## src/design/assert_macros.svh

```systemverilog
// Assertion macros shared by the edit distance engine.
`ifndef ASSERT_MACROS_SVH
`define ASSERT_MACROS_SVH

// Same-cycle implication, sampled on clk and disabled while rst_n is low.
`define ASSERT_SAME(lbl, ante, cons, msg) \
  lbl: assert property (@(posedge clk) disable iff (!rst_n) (ante) |-> (cons)) \
    else $error(msg);

// Next-cycle implication, sampled on clk and disabled while rst_n is low.
`define ASSERT_NEXT(lbl, ante, cons, msg) \
  lbl: assert property (@(posedge clk) disable iff (!rst_n) (ante) |=> (cons)) \
    else $error(msg);

`endif

```

## src/design/ed_ram.sv

```systemverilog
// Generic single-write, single-read RAM with registered read data.
module ed_ram #(
  parameter int WIDTH = 8,
  parameter int DEPTH = 256,
  localparam int AW = (DEPTH > 1) ? $clog2(DEPTH) : 1
) (
  input  logic             clk,
  input  logic             we,
  input  logic [AW-1:0]    waddr,
  input  logic [WIDTH-1:0] wdata,
  input  logic [AW-1:0]    raddr,
  output logic [WIDTH-1:0] rdata
);

  logic [WIDTH-1:0] mem [DEPTH];
  logic [WIDTH-1:0] rdata_r;

  always_ff @(posedge clk) begin
    if (we) begin
      mem[waddr] <= wdata;
    end
    rdata_r <= mem[raddr];
  end

  assign rdata = rdata_r;

endmodule

```

## config.mk

```make
export PLATFORM = sky130hd
export DESIGN_NAME = ed_ram
export DESIGN_NICKNAME = d
export VERILOG_FILES = /design/src/design/assert_macros.svh /design/src/design/ed_ram.sv
export SDC_FILE = /design/constraint.sdc
export NUM_CORES = 2
export LEC_CHECK = 0
export ABC_AREA = 0
export BUFFER_PORTS_ARGS = -buffer_cell sky130_fd_sc_hd__clkbuf_2
export CAP_MARGIN = 10
export CORE_ASPECT_RATIO = 0.75
export CORE_MARGIN = 1
export CORE_UTILIZATION = 65
export DETAILED_ROUTE_END_ITERATION = 8
export HOLD_SLACK_MARGIN = 0.12
export PLACE_DENSITY_LB_ADDON = 0.08
export REMOVE_ABC_BUFFERS = 1
export SETUP_SLACK_MARGIN = 0.5
export SYNTH_ARGS = -nofsm -noshare
export SYNTH_HDL_FRONTEND = slang
export SYNTH_SLANG_ARGS = --single-unit
```

## constraint.sdc

```tcl
create_clock -name clk -period 3.7 [get_ports clk]
set_input_delay 0.555 -clock clk [delete_from_list [all_inputs] [get_ports clk]]
set_output_delay 0.555 -clock clk [all_outputs]
set_load 0.03 [all_outputs]
```

; After elaboration in Yosys (flattened, before gate mapping)
; Memory sizes are Yosys's and may differ from the RTL's. A register that Yosys moved wholly into a read port is not among the register bits.
; Index checks and enable logic that the tools add are counted.
[totals]
word_cells = 3
n_memories = 1
inputBits = 26
regBits = 0
output_inout_bits = 8
mem_bits_rw = 2048
[classes]
mux = 2
[memory_table]
columns = memory, words, width, read_ports, rd_ports_with_merged_regs, write_ports, line
row1 = mem, 256, 8, 1, 1, 1, ed_ram.sv:15  ; logic [WIDTH-1:0] mem [DEPTH];
[op_table]
columns = op, count
row1 = $mux W1, 2

; Depth between registers and ports, before layout
[logic_depth]
ltp_word = 2
depth_mapped = 11
depth_no_buf = 6

; Worst setup path after synthesis
; OpenSTA, ideal clock, no wires.
[synth_timing]
path_type = input-to-reg
startpoint = input raddr[0]
endpoint = register rdata_r[2] (netlist: rdata[2]) (read register of mem)
n_path_buf = 4
arrival_time_ns = 2.362
path_stages = 9
slack_ns = 1.207
t_required_ns = 3.569
setup_time_ns = 0.131
cell_sequence = buf_6 > buf_12 > buf_8 > buf_2 > mux4_2 > a22oi_1 > a21oi_1 > nor4_1 > nor4_2
[synth_rtl]
columns = element, line
row1 = "start, declared", ed_ram.sv:11  ; input logic [AW-1:0] raddr,
row2 = "end, declared", ed_ram.sv:16  ; logic [WIDTH-1:0] rdata_r;

==> out/results.tsv <==
stage	metric	value	unit
run_status	status	finished, final reports clean	
power	Pint	36.7	mW
place	cell area after placement	0.0835	sq mm
power	combinational power share	5.3	%
place	GP Congestion	0.902	
synthesis	Synth Area in Compound Gates	3.42	%
route	Vias	40800	
clock_tree	Worst-path clk slew	0.07	ns
timing	period utilization	84.1	%
clock_tree	Clock Path Buffers	3	
clock_tree	CTS tree	yes	
hold_path	Min-Delay Startpoint	wdata[4]	
hold_path	worst hold path type	primary input to flip-flop	
place	Port Buffers	33	
setup_path	CP Launch Type	primary input	
final_layout	filler instances	6739	
final_layout	area delta synth->final	12.1	%
place	post-placement setup slack	-0.160	ns
synthesis	Mean Syn Cell Area	21.3	sq um
synthesis	EDFF count, synth	2048	
floorplan	Die X	406	um
route	drt via density	6.98	
synthesis	post-synthesis mux area share	14.6	%
hold_path	hold path endpoint	mem[210][4]	
power	IR Drop Worst-Case VDD	0.512	mV
timing	endpoints failing setup	0	
timing	slack of the critical path	0.589	ns
final_layout	post-route cell area	0.0892	sq mm
final_layout	final design utilization	73.9	%
timing	Pins Over Slew Limit	0	
power	Clk pwr share	39.5	%
synthesis	post-synthesis register bit count	2056	
route	Final ANT Viol Nets	0	
global_routing	Total GRT Usage	32.7	%
power	Net Sw Frac	21.2	%
global_routing	initial antenna violation count	8	
floorplan	Core Box Area	0.121	sq mm
synthesis	Synth Instances	3733	
final_layout	most frequent cells in the layout	2048 x edfxtp_1, 454 x mux4_2, 306 x buf_4, 279 x nor2_1, 187 x clkbuf_16	
power	Power, Total	46.6	mW
synthesis	yosys warns	0	
timing	worst slew pin tran	1.24	ns
final_layout	Register Area	0.0617	sq mm
timing	RSZ-0062 raised after global routing	false	
route	Residual DRC	0	
power	Sw Pwr	9.87	mW
timing	Relative slew margins	17.3	%
setup_path	critical path arrival	3.79	ns
flow_run	max_cap viols	0	
clock_tree	clk_lat worst skew	0.82	ns
synthesis	Syn Std Cell Area	0.0796	sq mm
power	Leakage	28.1	nW
clock_tree	Clock Sinks	2056	
power	proportion of power drawn by flip-flops and latches	55.2	%
place	placed insts	5497	
setup_path	Worst Reg2Reg Path Length in Cells	6	
timing	clk_skew	0.0180	ns
synthesis	Synth Flop Type	edfxtp_1	
hold_path	Hold Path Cell Cnt	1	
timing	final hold slack	0.219	ns
global_routing	global route overflow	0	
synthesis	Post-Synth Simple-Gate Area	2.63	%
synthesis	xor/xnor cell area share of the yosys netlist	0	%
setup_path	crit path max fanout	30	
power	PwrDens	522	mW/mm^2
setup_path	R2R setup slack	0.92	ns
timing	final worst path period need	3.11	ns
place	Post-DP HPWL	124	mm
setup_path	worst path required time	4.38	ns
route	detailed router's first-iteration violation count	6084	
synthesis	Adder-Cell Fraction of Synth Area	0	%
clock_tree	H-tree Lvls	4	
final_layout	most common cell after layout, fill and taps aside	edfxtp_1	
final_layout	Finished Layout Cells	5840	
final_layout	# nets final	4083	
final_layout	multi-input combinational cell area	0.0165	sq mm
synthesis	largest family of logic cells by synthesized area	multiplexers	
timing	post-route setup TNS	0	ns
route	DRT Pass-1 Iters	6	
route	Routed WL per cell	33.8	um
setup_path	Crit Path Class	primary input to flip-flop	
timing	FMAX	0.321	GHz
global_routing	first-pass GRT wire length	284	mm
floorplan	io pins	34	
clock_tree	CTS Buf Count	182	
final_layout	share of layout cells above drive strength 1	26.2	%
clock_tree	root buf cell	clkbuf_16	
global_routing	number of global-route vias before repair	40200	
global_routing	largest net degree at the start of global routing	151	
route	Post-Route WL	197	mm
synthesis	unique cell type count in the Yosys netlist	55	
setup_path	Crit. End Element	flip-flop	
floorplan	Starting Density	65.9	%
timing	Hold Violations, Final	0	
floorplan	Die Ht	305	um
setup_path	worst r2r src	mem[48][4]	
floorplan	Cell Rows	110	
floorplan	die footprint	0.124	sq mm
setup_path	RR Endpoint	rdata[4]	
synthesis	Seq/Total Area, Yosys	77.5	%
synthesis	Post-synth ARST share	0	%
[Yosys cell counts, types with 24 or more instances]
cell type	count	share of area (%)
o22ai_1	28	0.22
o221ai_1	46	0.51
nor2b_1	31	0.24
buf_2	31	0.20
nand3_1	34	0.21
nor2_1	282	1.3
a22oi_1	133	1.3
edfxtp_1	2048	77
mux4_2	454	13
mux2i_1	134	1.7
a21oi_1	96	0.60
nor4_1	24	0.19
nand2_1	33	0.16
clkbuf_1	111	0.52
buf_4	27	0.25
[worst max-delay path by stage]
| stage | from | to |
|---|---|---|
| CTS | raddr[1] | rdata[7] |
| detailed placement | raddr[1] | rdata[7] |
| floorplan | raddr[2] | rdata[6] |
| global placement | raddr[0] | rdata[6] |
| global route | raddr[0] | rdata[4] |
| finish | raddr[1] | rdata[4] |
[layout make-up]
| type | count | area share [%] |
|---|---|---|
| Sequential cell | 2056 | 69.1 |
| Multi-Input combinational cell | 1442 | 18.5 |
| Clock buffer | 241 | 5.56 |
| Timing Repair Buffer | 373 | 3.66 |
| Tap cell | 1624 | 2.28 |
| Clock inverter | 95 | 0.867 |
| Antenna cell | 7 | 0.0196 |
| Inverter | 2 | 0.00842 |
[worst max-delay path, cell delays in order]
cell and delay (ns):
buf_8 0.30, buf_4 0.23, buf_4 0.35, and2_1 0.44, a221oi_1 0.17, o211ai_1 0.21
nand3_1 0.24, nor4_1 0.93, buf_4 0.24, nor4_1 0.04
[routing by layer]
layer,GRT usage (%),wire length (um),vias to the layer above
met5,0,23,-
met4,9.76,5460,4
met3,9.40,26300,333
met2,46.8,89000,2863
met1,49.9,76500,21200
li1,-,-,16400
[registers in the layout (all words and copies together) (netlist names)]
signal	flops
mem	2048
rdata	8
[power by group through the flow]
stage | Clock (mW) | Combinational (mW) | Sequential [mW]
CTS | 18.6 | 2.45 | 25.7
finish | 18.4 | 2.48 | 25.7
global route | 19.4 | 2.57 | 25.7
global placement | 0 | 2.38 | 26.2
detailed placement | 0 | 2.44 | 26.2
floorplan | 0 | 0.901 | 26.2
[kinds of logic (layout without fill, tap and decap cells)]
logic type             Yosys count  in the layout
AO/OA/AOI/OAI                  385            385
buffers and inverters          235            711
flip-flops                    2056           2056
multiplexers                   591            591
other                            0              7
AND/OR/NAND/NOR                466            466
[what timing repair did]
item,4_1_cts,5_1_grt
endpoints found under the setup margin,0,1
gates resized for setup,0,1
hold buffers,0,0
buffers inserted,0,0
(Power assumes the default switching activity.)
