===== src/design/assert_macros.svh =====
// Assertion macros shared by the edit distance engine.
`ifndef ASSERT_MACROS_SVH
`define ASSERT_MACROS_SVH

// Same-cycle implication, sampled on clk and disabled while rst_n is low.
`define ASSERT_SAME(lbl, ante, cons, msg) \
  lbl: assert property (@(posedge clk) disable iff (!rst_n) (ante) |-> (cons)) \
    else $error(msg);

// Next-cycle implication, sampled on clk and disabled while rst_n is low.
`define ASSERT_NEXT(lbl, ante, cons, msg) \
  lbl: assert property (@(posedge clk) disable iff (!rst_n) (ante) |=> (cons)) \
    else $error(msg);

`endif


===== src/design/ed_pkg.sv =====
// Shared constants and types of the edit distance engine.
package ed_pkg;

  localparam int MAX_LEN  = 256;
  localparam int LEN_W    = $clog2(MAX_LEN + 1);
  localparam int ADDR_W   = (MAX_LEN > 1) ? $clog2(MAX_LEN) : 1;
  localparam int ROW_DEPTH = MAX_LEN + 1;
  localparam int COST_W   = LEN_W;
  localparam int SYM_W    = 8;
  localparam int KIND_W   = 2;
  localparam int DIST_W   = 9;
  localparam int DIST_MAX = (1 << DIST_W) - 1;
  localparam int SAT_W    = (COST_W > DIST_W) ? COST_W : DIST_W;

  localparam logic [KIND_W-1:0] KIND_FIRST   = 2'd0;
  localparam logic [KIND_W-1:0] KIND_SECOND  = 2'd1;
  localparam logic [KIND_W-1:0] KIND_COMPUTE = 2'd2;

  typedef enum logic [2:0] {
    ST_IDLE,
    ST_INIT,
    ST_ROW_RD,
    ST_ROW_LD,
    ST_CELL_RD,
    ST_CELL_WR,
    ST_ROW_END,
    ST_DONE
  } ed_state_t;

  typedef struct packed {
    logic             busy;
    logic             row_init;
    logic             row_start;
    logic             cell_wr;
    logic             done;
    logic [LEN_W-1:0] i;
    logic [LEN_W-1:0] j;
  } ed_ctrl_t;

endpackage


===== src/design/ed_seq.sv =====
// Sequencer that walks the dynamic-programming row over both strings.
module ed_seq (
  input  logic                     clk,
  input  logic                     rst_n,
  input  logic                     start,
  input  logic [ed_pkg::LEN_W-1:0] n1,
  input  logic [ed_pkg::LEN_W-1:0] n2,
  output ed_pkg::ed_ctrl_t         ctrl
);
  import ed_pkg::*;

  ed_state_t        state_r, state_nxt;
  logic [LEN_W-1:0] i_r, i_nxt;
  logic [LEN_W-1:0] j_r, j_nxt;

  always_ff @(posedge clk) begin
    if (!rst_n) begin
      state_r <= ST_IDLE;
      i_r     <= '0;
      j_r     <= '0;
    end else begin
      state_r <= state_nxt;
      i_r     <= i_nxt;
      j_r     <= j_nxt;
    end
  end

  // Next state and loop counters.
  always_comb begin
    state_nxt = state_r;
    i_nxt     = i_r;
    j_nxt     = j_r;
    case (state_r)
      ST_IDLE: begin
        if (start) begin
          state_nxt = ST_INIT;
          j_nxt     = '0;
        end
      end
      ST_INIT: begin
        if (j_r == n2) begin
          state_nxt = (n1 == '0) ? ST_DONE : ST_ROW_RD;
          i_nxt     = LEN_W'(1);
          j_nxt     = '0;
        end else begin
          j_nxt = j_r + LEN_W'(1);
        end
      end
      ST_ROW_RD: begin
        state_nxt = ST_ROW_LD;
      end
      ST_ROW_LD: begin
        state_nxt = (n2 == '0) ? ST_ROW_END : ST_CELL_RD;
        j_nxt     = LEN_W'(1);
      end
      ST_CELL_RD: begin
        state_nxt = ST_CELL_WR;
      end
      ST_CELL_WR: begin
        if (j_r == n2) begin
          state_nxt = ST_ROW_END;
        end else begin
          state_nxt = ST_CELL_RD;
          j_nxt     = j_r + LEN_W'(1);
        end
      end
      ST_ROW_END: begin
        if (i_r == n1) begin
          state_nxt = ST_DONE;
        end else begin
          state_nxt = ST_ROW_RD;
          i_nxt     = i_r + LEN_W'(1);
          j_nxt     = '0;
        end
      end
      ST_DONE: begin
        state_nxt = ST_IDLE;
      end
      default: begin
        state_nxt = ST_IDLE;
      end
    endcase
  end

  // Control outputs decoded from the state.
  always_comb begin
    ctrl           = '0;
    ctrl.i         = i_r;
    ctrl.j         = j_r;
    ctrl.busy      = (state_r != ST_IDLE);
    case (state_r)
      ST_INIT:    ctrl.row_init  = 1'b1;
      ST_ROW_LD:  ctrl.row_start = 1'b1;
      ST_CELL_WR: ctrl.cell_wr   = 1'b1;
      ST_DONE:    ctrl.done      = 1'b1;
      default:    ctrl.done      = 1'b0;
    endcase
  end

endmodule


===== config.mk =====
export PLATFORM = sky130hd
export DESIGN_NAME = ed_seq
export DESIGN_NICKNAME = d
export VERILOG_FILES = /design/src/design/assert_macros.svh /design/src/design/ed_pkg.sv /design/src/design/ed_seq.sv
export SDC_FILE = /design/constraint.sdc
export NUM_CORES = 1
export LEC_CHECK = 0
export BUFFER_PORTS_ARGS = -buffer_cell sky130_fd_sc_hd__buf_4
export CAP_MARGIN = 30
export CORE_UTILIZATION = 52
export CTS_CLUSTER_SIZE = 12
export DETAILED_ROUTE_END_ITERATION = 10
export HOLD_SLACK_MARGIN = 0.05
export PLACE_DENSITY_LB_ADDON = 0.3
export RECOVER_POWER = 25
export SLEW_MARGIN = 10
export SYNTH_ARGS = -nofsm -noshare
export SYNTH_HDL_FRONTEND = slang
export SYNTH_SLANG_ARGS = --single-unit

===== constraint.sdc =====
create_clock -name clk -period 2.43 [get_ports clk]
set_input_delay 0.3645 -clock clk [delete_from_list [all_inputs] [get_ports clk]]
set_output_delay 0.3645 -clock clk [all_outputs]
set_load 0.02 [all_outputs]

* After elaboration in Yosys (flattened, before gate mapping)
Index checks and enable logic that the tools add are counted.
** Cells by class
- Add/subtract/negate cells :: 2
- Muxes and demuxes :: 19
- Eq/ne operators :: 13
- Reductions and logical operators :: 9
** Operator list (count)
- $mux 9 :: 6
- $pmux 9 s5 :: 1
- $pmux 3 s8 :: 1
- $add 9x1->9 const B :: 2
- $eq 9x9->1 :: 2
- $logic_not 9->1 :: 2
- $pmux 9 s2 :: 1
- $eq 3x3->1 const B :: 4
- $mux 3 :: 4
- $ne 2x2->1 const B :: 4
- $eq 3x2->1 const B :: 2
- $reduce_bool 5->1 :: 1
- $mux 1 :: 4
- $mux 2 :: 2
- $reduce_and 4->1 :: 1
- $eq 3x1->1 const B :: 1
- $logic_not 3->1 :: 1
- $reduce_and 3->1 :: 1
- $reduce_bool 3->1 :: 1
- $reduce_and 2->1 :: 1
- $reduce_bool 2->1 :: 1
** Storage, ports and cells
- Register bits :: 21
- Logic and storage cells :: 46
- Output and inout port bits :: 23

* Longest topological paths before layout
- Depth in word-level cells :: 4
- Gate-level depth with buffers :: 8

* Worst setup path after synthesis
No wires, ideal clock.
- Path type :: register to register
- Start point :: register j_r[4]
- End point :: register j_r[8]
- Period minus slack after synthesis :: 1959 ps
- Path buffers :: 0
- Slack :: 471 ps
- Data required time :: 2315 ps
- Arrival :: 1845 ps
- Stages on the path, launching flop included :: 7
- Path through :: dfxtp_1 xor2_1 nor4_4 nand3_4 a21o_4 o21ai_4 o21ba_1
** On the way
- Longest elaborated chain between the ends :: 3
- Elaborated cells between the ends (all ways) :: 7
** Ends and longest elaborated chain
- start: declaration :: RTL line ed_seq.sv:14 : logic [LEN_W-1:0] j_r, j_nxt;
- start signal: assignment :: RTL line ed_seq.sv:24 : j_r <= j_nxt;
- $add 9x1->9 / $eq 9x9->1 (equally long branches)
- $mux 9 (tied with other cells) :: RTL line ed_seq.sv:60 : if (j_r == n2) begin
- $pmux 9 s5 / $reduce_and 4->1 (equally long branches)
Parallel ways exist; a longest one is shown, timed or not. The select of a mux whose other input is x is not followed.
A chain may end at the register's enable or synchronous reset.

* Worst setup path in the final report
- Start point :: register j_r[2]
- End point :: register j_r[8]
The elaborated chain is that of the path after synthesis.

==> results.py <==
metrics = {
    "outcome": {
        "status": "finished clean",
    },
    "critical_path": {
        "cp.arrival_ns": 2.34,
        "crit-reg2reg-launch": "j_r[2]$_SDFFE_PN0P_",
        "crit_type": "reg2reg",
        "reg2reg_to": "j_r[8]$_SDFFE_PN0P_",
        "crit_slowest_cell": "dfxtp_1",
        "r2r_cells": 6,
        "startpoint": "j_r[2]$_SDFFE_PN0P_",
        "critPathMaxFanout": 8,
        "crit_path_max_incr_delay_ns": 0.52,
        "critPathCaptureType": "register",
        "reg2reg_slack_ns": 0.33,
        "cp_num_buf_inv": 0,
        "cp.depth": 6,
        "cp_top_family": "compound AO/OA/AOI/OAI gates",
        "cp.required_ns": 2.67,
        "crit_path_start_kind": "register",
        "cp_cell_sequence": "xor2_1, nor4_4, nand3_4, a21o_4, o21ai_4, o21ba_1",
        "crit_path_end": "j_r[8]$_SDFFE_PN0P_",
    },
    "detailed_routing": {
        "num_vias": 1544,
        "drc_errors": 0,
        "wl_mm": 3.84,
        "routed_via_density": 5.98,
        "postRouteAntennaNets": 0,
        "wire_per_inst_um": 14.9,
        "drtIter0Drc": 78,
        "firstDrtPassIters": 4,
    },
    "die": {
        "die_w_um": 56.2,
        "placementRows": 19,
        "coreArea_um2": 2760,
        "io-pin-count": 44,
        "die_area_um2": 3150,
        "die_y_um": 56.2,
        "start_util_pct": 55.3,
    },
    "clock_network": {
        "cts_setup_buffers": 0,
        "cts_tree": "yes",
        "htreeDepth": 1,
        "cts_buffers": 3,
        "holdBufCountCts": 0,
        "clock_path_buffers": 2,
        "clk_latency_ns": 0.32,
        "cts_resized": 0,
        "clk_pin_slew_worst_paths_ns": 0.14,
        "cts_root_buffer": "clkbuf_4",
        "cts_sinks": 21,
    },
    "sta": {
        "hold_slack_ns": 0.321,
        "slew_violations": 0,
        "fin_setup_tns_ns": 0,
        "fmax_mhz": 477,
        "setup_ws_ns": 0.332,
        "setup_violations": 0,
        "finalCriticalPeriod_ns": 2.10,
        "skew_ns": 0.0181,
        "min_period_over_period_pct": 86.3,
        "tightestPinTransition_ns": 0.496,
        "slew_headroom_pct": 66.7,
        "hold_viol": 0,
        "rsz0062_at_grt": "false",
    },
    "logic_synthesis": {
        "yosys_register_bits": 21,
        "synth_cells": 183,
        "ys_async_sr_fraction_pct": 0,
        "ys_types": 54,
        "synth_flop_cell": "dfxtp_1",
        "syn_area_per_cell_um2": 8.33,
        "yosysSeqAreaShare_pct": 27.6,
        "synth_nets": 206,
        "syn_area_um2": 1530,
        "synth_edf_count": 0,
        "yosysWarnings": 0,
    },
    "layout": {
        "post-route-util_pct": 67.5,
        "drive_gt1_share_pct": 24.7,
        "final_net_count": 251,
        "mostFrequentLayoutCells": "36 x buf_4, 21 x xor2_1, 21 x dfxtp_1, 18 x nor2_1, 15 x nand2_1",
        "diodes": 0,
        "area_growth_pct": 22.1,
        "final_common_cell": "buf_4",
    },
    "placement": {
        "dpl.hpwl_mm": 2.95,
        "numPortBuffers": 43,
        "dp_slack_ns": 0.320,
        "routabilityCongestion": 0.917,
    },
    "power": {
        "p_per_area_nw_per_um2": 348,
        "total_power_mw": 0.648,
        "p_leak_nw": 0.790,
        "peakVddDrop_mv": 0.343,
    },
    "global_route": {
        "track_usage_pct": 25.3,
        "grt.overflow.total": 0,
        "grt_pass1_wl_mm": 6.43,
        "grt_max_degree": 21,
        "antenna_found_initial": 0,
        "grt_pass1_vias": 1363,
    },
    "min_path": {
        "min_path_type": "in2reg",
    },
    "flow_run": {
        "maxCapViolCount": 0,
    },
}
[worst min-delay path, cell delays in order]
cell	delay, ns
buf_4	0.09
o21ai_0	0.07
nor2_1	0.08
[Yosys cell counts, types with 3 or more instances]
cell type,number,area [µm²]
dfxtp_1,21,420
xor2_1,21,184
nor2_1,18,67.6
nand2_1,15,56.3
nand3_1,9,45.0
nand4_1,7,43.8
a21oi_1,6,30.0
o21ai_1,5,25.0
and3_1,4,25.0
clkbuf_1,4,15.0
inv_1,4,15.0
o211ai_1,4,30.0
o21ai_0,4,20.0
or3_1,4,25.0
a31oi_1,3,18.8
nand3_2,3,30.0
nor2b_1,3,18.8
nor3_1,3,15.0
nor4_1,3,18.8
[final cells by class]
type,count,area (µm²)
Inverter,5,18.8
Fill cell,244,896
Multi-Input combinational cell,150,1040
Timing Repair Buffer,47,312
Clock buffer,3,22.5
Tap cell,31,38.8
Clock inverter,1,5.00
Sequential cell,21,420
[kinds of logic (layout without fill, tap and decap cells)]
logic type | count (synthesis) | in the layout | share of synthesized area, %
and+or+nand+nor | 86 | 86 | 35.0
AOI/OAI and AO/OA | 40 | 40 | 19.1
DFF | 21 | 21 | 27.6
buffers and inverters | 12 | 56 | 3.94
muxes | 1 | 1 | 0.656
adders and majority gates | 2 | 2 | 1.64
xor gates and xnor gates | 21 | 21 | 12.1
[how the worst min path moves through the flow]
stage,start,slack (ns),cells past startpoint,to
2_1_floorplan,start,0.53,2,state_r[0]$_SDFFE_PN0P_
3_3_place_gp,i_r[8]$_SDFFE_PN0P_,0.48,2,i_r[8]$_SDFFE_PN0P_
3_5_place_dp,i_r[8]$_SDFFE_PN0P_,0.49,2,i_r[8]$_SDFFE_PN0P_
4_1_cts,start,0.33,3,state_r[0]$_SDFFE_PN0P_
5_1_grt,start,0.37,3,state_r[0]$_SDFFE_PN0P_
6_report,start,0.32,3,state_r[0]$_SDFFE_PN0P_
[metrics by stage]
stage / cells / cell area, µm²
after global routing: 258 / 1860
after CTS: 258 / 1900
after floorplan: 183 / 1530
after detailed placement: 254 / 1880
final: 258 / 1860
after global placement: 254 / 1880
[power breakdown]
part	total, mW	switching [mW]	internal [mW]
Combinational	0.110	0.0597	0.0504
Clock	0.184	0.122	0.0616
Sequential	0.354	0.00699	0.347
[state kept, by name, summed over array words and instances (netlist names)]
signal / flops
i_r: 9
j_r: 9
state_r: 3
[metal layers]
metal  global-route usage [%]  wire [µm]
met5                        0          0
met4                     5.92         25
met3                     4.19        235
met2                     35.7       1740
met1                     39.6       1840
Power figures use the tool's default switching activity.
