## src/design/assert_macros.svh

```systemverilog
// Assertion macros shared by the edit distance engine.
`ifndef ASSERT_MACROS_SVH
`define ASSERT_MACROS_SVH

// Same-cycle implication, sampled on clk and disabled while rst_n is low.
`define ASSERT_SAME(lbl, ante, cons, msg) \
  lbl: assert property (@(posedge clk) disable iff (!rst_n) (ante) |-> (cons)) \
    else $error(msg);

// Next-cycle implication, sampled on clk and disabled while rst_n is low.
`define ASSERT_NEXT(lbl, ante, cons, msg) \
  lbl: assert property (@(posedge clk) disable iff (!rst_n) (ante) |=> (cons)) \
    else $error(msg);

`endif

```

## src/design/ed_pkg.sv

```systemverilog
// Shared constants and types of the edit distance engine.
package ed_pkg;

  localparam int MAX_LEN  = 256;
  localparam int LEN_W    = $clog2(MAX_LEN + 1);
  localparam int ADDR_W   = (MAX_LEN > 1) ? $clog2(MAX_LEN) : 1;
  localparam int ROW_DEPTH = MAX_LEN + 1;
  localparam int COST_W   = LEN_W;
  localparam int SYM_W    = 8;
  localparam int KIND_W   = 2;
  localparam int DIST_W   = 9;
  localparam int DIST_MAX = (1 << DIST_W) - 1;
  localparam int SAT_W    = (COST_W > DIST_W) ? COST_W : DIST_W;

  localparam logic [KIND_W-1:0] KIND_FIRST   = 2'd0;
  localparam logic [KIND_W-1:0] KIND_SECOND  = 2'd1;
  localparam logic [KIND_W-1:0] KIND_COMPUTE = 2'd2;

  typedef enum logic [2:0] {
    ST_IDLE,
    ST_INIT,
    ST_ROW_RD,
    ST_ROW_LD,
    ST_CELL_RD,
    ST_CELL_WR,
    ST_ROW_END,
    ST_DONE
  } ed_state_t;

  typedef struct packed {
    logic             busy;
    logic             row_init;
    logic             row_start;
    logic             cell_wr;
    logic             done;
    logic [LEN_W-1:0] i;
    logic [LEN_W-1:0] j;
  } ed_ctrl_t;

endpackage

```

## src/design/ed_cell_unit.sv

```systemverilog
// Shared cell update unit: minimum of insert, delete and substitute costs.
module ed_cell_unit (
  input  logic [ed_pkg::COST_W-1:0] up,
  input  logic [ed_pkg::COST_W-1:0] left,
  input  logic [ed_pkg::COST_W-1:0] diag,
  input  logic [ed_pkg::SYM_W-1:0]  sym_a,
  input  logic [ed_pkg::SYM_W-1:0]  sym_b,
  output logic [ed_pkg::COST_W-1:0] cost
);
  import ed_pkg::*;

  // One extra bit keeps cost plus one from wrapping at the largest length.
  logic [COST_W:0] del_c;
  logic [COST_W:0] ins_c;
  logic [COST_W:0] sub_c;
  logic [COST_W:0] min_a;
  logic [COST_W:0] min_b;

  always_comb begin
    del_c = {1'b0, up} + (COST_W+1)'(1);
    ins_c = {1'b0, left} + (COST_W+1)'(1);
    sub_c = {1'b0, diag} + ((sym_a != sym_b) ? (COST_W+1)'(1) : (COST_W+1)'(0));
    min_a = (del_c < ins_c) ? del_c : ins_c;
    min_b = (min_a < sub_c) ? min_a : sub_c;
    cost  = min_b[COST_W-1:0];
  end

endmodule

```

## config.mk

```make
export PLATFORM = sky130hd
export DESIGN_NAME = ed_cell_unit
export DESIGN_NICKNAME = d
export VERILOG_FILES = /design/src/design/assert_macros.svh /design/src/design/ed_pkg.sv /design/src/design/ed_cell_unit.sv
export SDC_FILE = /design/constraint.sdc
export NUM_CORES = 1
export LEC_CHECK = 0
export BUFFER_PORTS_ARGS = -buffer_cell sky130_fd_sc_hd__buf_2
export CORE_UTILIZATION = 55
export DETAILED_ROUTE_END_ITERATION = 16
export PLACE_DENSITY = 0.95
export SLEW_MARGIN = 20
export SYNTH_ARGS = -nofsm -noshare
export SYNTH_HDL_FRONTEND = slang
export SYNTH_SLANG_ARGS = --single-unit
```

## constraint.sdc

```tcl
create_clock -name vclk -period 11.1
set_input_delay 0.555 -clock vclk [all_inputs]
set_output_delay 0.555 -clock vclk [all_outputs]
set_load 0.01 [all_outputs]
```

# Word level (Yosys, flattened, before mapping)
# Index checks and enable logic that the tools add are counted.
# totals
regBits	0
input_bits	43
output_inout_bits	9
word_cells	9
# classes
add_sub_neg	3
order_cmp	2
eq_ne	1
muxes	3
# ops
cell	count
$add A9 B1 Y10 const B	2
$lt A10 B10 Y1	2
$add A9 B1 Y10	1
$mux W10	1
$mux W9	1
$ne A8 B8 Y1	1
$mux W1	1

# Longest topological paths before layout
# Gate-level depths: netlist of run 1.
# depth
ltp_word	5
mapped_depth	25

# Worst setup path before layout of run 1
# Ideal clock, no wire load.
# synth_timing
path_type	input -> output
from	input up[0] (netlist name)
to	output cost[1] (netlist name)
arrival_ns	4.340
setup_slack_ns	6.205
path_stages	24
n_path_buf	2
path_cell_list	ha_1 nand3_1 nor3_1 xnor2_1 inv_1 ha_1 a21o_1 a2111o_1 nand3_1 o31a_1 buf_2 nand2_1 o21ai_1 inv_1 ha_1 a21o_1 a21o_1 a21oi_1 o21ai_0 a31oi_1 o41a_1 a41o_1 buf_6 mux2_4
# synth_between
elab_chain_cells	5
# synth_lines
item	line	source
start, declared	ed_cell_unit.sv:3	input logic [ed_pkg::COST_W-1:0] up,
$add A9 B1 Y10 (*)	ed_cell_unit.sv:20	del_c = {1'b0, up} + (COST_W+1)'(1);
$lt A10 B10 Y1	ed_cell_unit.sv:23	min_a = (del_c < ins_c) ? del_c : ins_c;
$mux W10 (*)	ed_cell_unit.sv:23	
$lt A10 B10 Y1	ed_cell_unit.sv:24	min_b = (min_a < sub_c) ? min_a : sub_c;
$mux W9 (*)	ed_cell_unit.sv:24	
end, declared	ed_cell_unit.sv:8	output logic [ed_pkg::COST_W-1:0] cost
# Every way passes the cells marked *; elsewhere a longest branch is shown, timed or not.

# Worst setup path after layout of run 1
# layout_timing
from	input up[0] (netlist name)
to	output cost[2] (netlist name)
# The elaborated chain is that of the path after synthesis.

==> impl_results.md, run 1 <==
* Status: finished, final reports clean
* Detail Route Antenna Nets at 0
* Final worst slack at 5330 ps
* DRT Pass-1 Iters at 4
* Mean Syn Cell Area at about 7.4 sq um
* Period utilization at a little over half
* Routability congestion estimate at 0.834
* Place WS at around 5400 ps
* Register area at 0 sq um
* Post-CTS resize count at 0
* Unique cell type count in the Yosys netlist at 34
* Worst EP required at roughly 11000 ps
* Post-CTS Setup Inserts at 0
* Synth Instances at between 150 and 200
* Setup crit start kind: primary input
* I/O Buffers at between 50 and 60
* Synth warnings at 0
* Initial antenna violation count at 0
* Seq/Total Area, Yosys at 0%
* Vias/cell at ~5.5
* Drt wl/cell at between 10 and 15 um
* RSZ-0062 raised after global routing: false
* DP Wirelength at 2580 um
* Mapped Nets at 225
* Slew Viols, Final at 0
* Slew @ Worst Pin at about 550 ps
* # setup viols final at 0
* Post-Syn Area at about 0.0012 sq mm
* Initial drt markers at 22
* Min Hold Slack at between 1500 and 2000 ps
* Maximum clock rate at 173 MHz
* Chip Width at 48.6 um
* Max cap viols at 0
* Die Y at roughly 50 um
* Worst VDD drop at ~0.042 mV
* FFs & Latches at 0
* Layout area overhead at 23.2%
* Crit Path Class: in2out
* Nets at ~280
* Initial Util at around three fifths
* Slew Limit Headroom at a little over three fifths
* Die area at roughly 0.0024 sq mm
* Crit. End Element: primary output
* Leading area contributor after synthesis: ha_1
* Hold-fix buffers, CTS at 0
* Hold WC Path Type: in2out
* P_leak at 0.804 nW
* Util after Layout at 73.6%
* Pwr Total at roughly 0.000088 W
* Grt total ovfl at 0
* Worst path arrival time at between 5000 and 6000 ps
* Routed vias at ~1300
* Fill count at 154
* Crit path max fanout at 12
* Synth top area cells: ha_1, xor2_1, xnor2_1, mux2i_1, inv_1
* Number of global-route vias before repair at approximately 1200
* GRT Overall Usage at 26.2%
* Post-route setup TNS at 0 ps
* First-pass GRT wire length at 5060 um
* IO Pins at 52
* # DRC at 0
* Core outline area at 0.00200 sq mm
* Power Dens Cells at about 60 mW/mm^2
* Num rows at 16
* Diodes inserted at 0
* Layout cell share with drive strength beyond 1 at approximately 28%
* Synth top area share at around a fifth
* Detailed Route WL at roughly 2900 um
* Clk_buf instances at 0
* Minimum clock period at about 5800 ps
* Hold Violations, Final at 0
* Largest net degree at the start of global routing at 13
-- final cells by class --
type | instances | area [sq um] | area share (%)
multi-input combinational | 141 | 1110 | 75.2
timing repair buffer | 52 | 260 | 17.7
inverter | 19 | 71.3 | 4.84
tap | 27 | 33.8 | 2.29
-- routing by layer --
layer	track usage [%]	wire length [um]	up-vias
li1	-	-	683
met1	30.1	1250	586
met2	53.0	1480	46
met3	0.629	119	6
met4	4.41	42	0
met5	0	0	-
-- worst max-delay path: stages --
cell and delay (ps):
buf_2 120, ha_1 180, nand3_1 150, nor3_1 240, xnor2_1 170, inv_1 70
ha_1 190, a21o_1 190, a2111o_1 290, nand3_1 110, o31a_1 450, nand2_1 110
o21ai_1 120, inv_1 70, ha_1 310, a21o_1 160, a21o_1 170, a21oi_1 130
o21ai_0 100, a31oi_1 220, o41a_1 180, a41o_1 450, mux2_4 340, buf_2 140
-- synthesized netlist by cell type (all sizes together), types with 3 or more instances --
cell type / n
mux2i: 8
o21ai: 6
ha: 20
a21oi: 4
and3: 3
nand4: 4
xnor2: 11
nand2: 13
a31oi: 3
nand3: 14
inv: 19
a21o: 5
nor2: 9
mux2: 7
nor4: 3
xor2: 17
-- where the power goes --
group	switching (W)	total [W]	internal, W
sequential	0	0	0
clock	0	0	0
combinational	0.0000457	0.0000879	0.0000422
-- path summary, 6_finish.rpt --
| check | cells past startpoint | end | slack, ps | startpoint |
|---|---|---|---|---|
| min | 4 | cost[8] | 1540 | diag[8] |
| max | 24 | cost[2] | 5330 | up[0] |
-- logic make-up after synthesis --
| family | synth area share (%) |
|---|---|
| AND/OR/NAND/NOR | 21.0 |
| buffers and inverters | 7.33 |
| XOR/XNOR | 20.5 |
| adder cells (fa/ha/maj) | 21.8 |
| AO/OA/AOI/OAI | 15.1 |
| multiplexers | 14.2 |
-- placed cells by master (no fill, tap or decap), drive strengths merged, types with 4 or more instances in the layout --
cell type | Yosys | layout
a21oi | 4 | 4
nor2 | 9 | 9
a21o | 5 | 5
ha | 20 | 20
o21ai | 6 | 6
nand4 | 4 | 4
buf | 2 | 52
inv | 19 | 19
mux2i | 8 | 8
nand3 | 14 | 14
xor2 | 17 | 17
nand2 | 13 | 13
mux2 | 7 | 7
xnor2 | 11 | 11
-- through the flow --
step / cell area (sq um) / instances
3_5_place_dp: 1470 / 239
4_1_cts: 1470 / 239
3_3_place_gp: 1470 / 239
2_1_floorplan: 1190 / 162
5_1_grt: 1470 / 239
6_report: 1470 / 239
Power figures use the tool's default switching activity.
==> run 2: changes to the inputs <==
--- a/config.mk
+++ b/config.mk
@@ -6,9 +6,9 @@
 export NUM_CORES = 1
 export LEC_CHECK = 0
 export BUFFER_PORTS_ARGS = -buffer_cell sky130_fd_sc_hd__buf_2
-export CORE_UTILIZATION = 55
+export CORE_UTILIZATION = 51
 export DETAILED_ROUTE_END_ITERATION = 16
-export PLACE_DENSITY = 0.95
+export PLACE_DENSITY = 0.9
 export SLEW_MARGIN = 20
 export SYNTH_ARGS = -nofsm -noshare
 export SYNTH_HDL_FRONTEND = slang
==> constraint.sdc (replaced) <==
create_clock -name vclk -period 5.7
set_input_delay 0.285 -clock vclk [all_inputs]
set_output_delay 0.285 -clock vclk [all_outputs]
set_load 0.01 [all_outputs]
==> impl_results.md, run 2 (synthesis results as in run 1) <==
* Maximum clock rate at approximately 190 MHz
* Grt total ovfl at 0
* Combinational Power Share at 100.0%
* Max cap viols at 0
* Crit path max-delay cell type: o31a_1
* Met1 Usage GRT at 29.2%
* Routed vias at roughly 1300
* Met2 GRT Util at around 43%
* # setup viols final at 0
* Initial drt markers at 39
* Clk_buf instances at 0
* Post-CTS resize count at 0
* RSZ-0062 raised after global routing: false
* Slew @ Worst Pin at 512 ps
* Most common cell after layout, fill and taps aside: buf_2
* DRT Pass-1 Iters at 4
* Buffers and inverters on the worst path at 4
* Initial antenna violation count at 0
* Drt wl/cell at between 10 and 15 um
* CP max stage delay at around 450 ps
* Worst path arrival time at 4920 ps
* # DRC at 0
* Vias/cell at between 5 and 6
* Register area at 0 sq um
* Pwr Total at approximately 0.00017 W
* Number of global-route vias before repair at ~1300
* Power Dens Cells at ~120 mW/mm^2
* Num rows at 17
* Reg power frac at 0%
* DP Wirelength at roughly 2500 um
* IO Pins at 52
* Nets at about 280
* Detailed Route WL at roughly 2800 um
* P_leak at around 0.8 nW
* Routability congestion estimate at 0.958
* Minimum clock period at 5200 ps
* Status: finished, final reports clean
* Worst-path cell chain: buf_2 -> ha_1 -> nand3_1 -> nor3_1 -> xnor2_1 -> inv_1 -> ha_1 -> a21o_1 -> a2111o_1 -> nand3_1 -> o31a_1 -> nand2_1 -> o21ai_1 -> inv_1 -> ha_1 -> a21o_1 -> a21o_1 -> a21oi_1 -> o21ai_0 -> a31oi_1 -> o41a_1 -> a41o_1 -> mux2_4 -> buf_2
* Hold Path Stages at 4
* Setup crit start kind: primary input
* Worst Hold Path EP: cost[8]
* Sw Pwr at 0.0000886 W
* Post-CTS Setup Inserts at 0
* Global-route met3 utilization at roughly 1.2%
* Worst VDD drop at ~0.092 mV
* Hold-fix buffers, CTS at 0
* Worst EP required at around 5400 ps
* FFs & Latches at 0
* Die Y at just over 50 um
* GRT busiest layer: met2
* Crit Path Class: in2out
* Int Power at 0.0000824 W
* Period utilization at 91.3%
* Hold WC Path Type: in2out
* Slew Limit Headroom at between 60 and 70%
* Crit. End Element: primary output
* Largest net degree at the start of global routing at 13
* Most frequent cells in the layout: buf_2, ha_1, inv_1
* Diodes inserted at 0
* Die area at roughly 0.0025 sq mm
* Hold Startpoint: diag[8]
* Worst path depth at 24
* Chip Width at 50.4 um
* Crit path max fanout at 12
* Layout area overhead at 23.4%
* First-pass GRT wire length at between 4000 and 5000 um
* I/O Buffers at 52
* Clock power share at 0%
* Detail Route Antenna Nets at 0
* Initial Util at a little over half
* Hold Violations, Final at 0
* GRT Overall Usage at between 20% and 30%
* Core outline area at roughly 0.0022 sq mm
* Post-route setup TNS at 0 ps
* Sw frac at around 52%
* Crit path max-delay family: compound AO/OA/AOI/OAI gates
* Slew Viols, Final at 0
* Layout cell share with drive strength beyond 1 at 27.8%
-- run 2: cell counts in the layout (fill, tap and decap cells not counted) --
No cell type changed its count.
-- run 2: final cells by class --
cell class	instances	area, sq um
tap	28	35.0
inverter	19	71.3
timing repair buffer	52	260
fill	191	738
multi-input combinational	141	1110
-- run 2: worst max path at each step --
stage,end,slack [ps],start
floorplan,cost[1],1350,up[0]
global placement,cost[2],680,up[0]
detailed placement,cost[2],540,up[0]
CTS,cost[2],520,up[0]
global route,cost[2],160,up[0]
finish,cost[2],500,up[0]
-- run 2: stage by stage --
stage	cell area (sq um)	hold slack, ps	std cells	util, %	setup WS (ps)
2_1_floorplan	1190	790	162	-	1350
3_3_place_gp	1470	1020	240	66.6	680
3_5_place_dp	1470	1030	240	66.6	537
4_1_cts	1470	1030	240	66.6	523
5_1_grt	1470	1040	240	66.6	161
6_report	1470	1020	240	66.6	496
-- run 2: power groups by stage --
| stage | Sequential (W) | Combinational (W) | Clock, W |
|---|---|---|---|
| 2_1_floorplan | 0 | 0.000119 | 0 |
| 3_3_place_gp | 0 | 0.000167 | 0 |
| 3_5_place_dp | 0 | 0.000170 | 0 |
| 4_1_cts | 0 | 0.000172 | 0 |
| 5_1_grt | 0 | 0.000191 | 0 |
| 6_report | 0 | 0.000171 | 0 |
-- run 2: routing by layer --
layer / up-vias / part of all wire (%) / routed length, um
li1: 680 / - / -
met1: 582 / 45 / 1270
met2: 60 / 47 / 1320
met3: 10 / 5.5 / 154
met4: 0 / 2.4 / 67
met5: - / 0 / 0
==> run 3: changes to the inputs <==
--- a/config.mk
+++ b/config.mk
@@ -5,10 +5,10 @@
 export SDC_FILE = /design/constraint.sdc
 export NUM_CORES = 1
 export LEC_CHECK = 0
-export BUFFER_PORTS_ARGS = -buffer_cell sky130_fd_sc_hd__buf_2
-export CORE_UTILIZATION = 51
+export CORE_UTILIZATION = 58
 export DETAILED_ROUTE_END_ITERATION = 16
-export PLACE_DENSITY = 0.9
+export DONT_BUFFER_PORTS = 1
+export PLACE_DENSITY = 0.79
 export SLEW_MARGIN = 20
 export SYNTH_ARGS = -nofsm -noshare
 export SYNTH_HDL_FRONTEND = slang
==> impl_results.md, run 3 (synthesis results as in run 1) <==
* Status: finished, final reports clean
* Util after Layout at between 60 and 70%
* Met2 GRT Util at around 47%
* # DRC at 0
* Pwr Total at 0.000135 W
* Max cap viols at 0
* Worst path arrival time at roughly 4800 ps
* Drt wl/cell at roughly 13 um
* Post-route setup TNS at 0 ps
* Hold Path Stages at 2
* Final worst slack at between 600 and 700 ps
* Setup crit start kind: primary input
* Core outline area at 0.00194 sq mm
* GRT Overall Usage at between 20% and 30%
* Clk_buf instances at 0
* IO Pins at between 50 and 60
* Most common cell after layout, fill and taps aside: ha_1
* FFs & Latches at 0
* Initial drt markers at 8
* Place WS at roughly 670 ps
* Worst VDD drop at about 0.083 mV
* Slew @ Worst Pin at about 520 ps
* Most frequent cells in the layout: ha_1, inv_1, xor2_1
* Grt total ovfl at 0
* Num rows at 16
* Nets at between 200 and 250
* Number of global-route vias before repair at between 1000 and 1500
* Crit. End Element: primary output
* Layout cell share with drive strength beyond 1 at 4.38%
* Period utilization at 88.7%
* RSZ-0062 raised after global routing: false
* Routability congestion estimate at between 0.8 and 0.9
* Largest net degree at the start of global routing at 13
* DP Wirelength at around 2300 um
* I/O Buffers at 0
* Hold Violations, Final at 0
* GRT busiest layer: met2
* Hold-fix buffers, CTS at 0
* Die area at between 0.002 and 0.0025 sq mm
* Met1 Usage GRT at about a quarter
* Vias/cell at roughly 6
* Detailed Route WL at 2520 um
* Chip Width at around 47 um
* Slew Limit Headroom at between 60 and 70%
* First-pass GRT wire length at 3770 um
* Detail Route Antenna Nets at 0
* Diodes inserted at 0
* Layout area overhead at 1.47%
* Power Dens Cells at ~110 mW/mm^2
* Register area at 0 sq um
* Die Y at roughly 47 um
* Initial antenna violation count at 0
* Post-CTS Setup Inserts at 0
* Global-route met3 utilization at under 10%
* Initial Util at between 60% and 70%
* Maximum clock rate at 198 MHz
* Crit path max fanout at 12
* Hold WC Path Type: in2out
* P_leak at between 0.5 and 0.6 nW
* Hold Startpoint: diag[5]
* Post-CTS resize count at 0
* Crit Path Class: in2out
* Worst EP required at approximately 5400 ps
* Minimum clock period at just over 5000 ps
* Worst Setup SP: up[0]
* # setup viols final at 0
* Routed vias at ~1100
* DRT Pass-1 Iters at 4
* Slew Viols, Final at 0
[run 3: changes by cell type in the layout (fill, tap and decap cells not counted)]
cell | previous run | this run
buf_2 | 52 | 0
[run 3: metal layers]
metal | up-vias | part of all wire (%)
met1 | 507 | 42
met4 | 0 | 0.040
met3 | 2 | 5.8
met2 | 32 | 52
li1 | 578 | -
met5 | - | 0
[run 3: area by class of cell]
class,count,area (sq um)
Inverter,19,71.3
Tap cell,27,33.8
Multi-Input combinational cell,141,1110
Fill cell,194,729
[run 3: through the flow]
stage | cells | hold slack [ps] | area [sq um]
3_3_place_gp | 187 | 806 | 1210
5_1_grt | 187 | 826 | 1210
4_1_cts | 187 | 812 | 1210
6_report | 187 | 809 | 1210
2_1_floorplan | 162 | 790 | 1190
3_5_place_dp | 187 | 812 | 1210
[run 3: report_power, final]
group / leakage, nW / switching [W] / internal, W
Sequential: 0 / 0 / 0
Clock: 0 / 0 / 0
Combinational: 0.599 / 0.0000728 / 0.0000619
[run 3: worst max-delay path, cell delays in order]
cell	delay, ps
ha_1	160
nand3_1	180
nor3_1	260
xnor2_1	190
inv_1	80
ha_1	190
a21o_1	190
a2111o_1	290
nand3_1	120
o31a_1	450
nand2_1	90
o21ai_1	120
inv_1	60
ha_1	300
a21o_1	170
a21o_1	170
a21oi_1	140
o21ai_0	110
a31oi_1	220
o41a_1	180
a41o_1	430
mux2i_1	390
[run 3: path summary, 6_finish.rpt]
check / to / slack, ps
hold / removal: cost[5] / 810
setup / recovery: cost[8] / 650
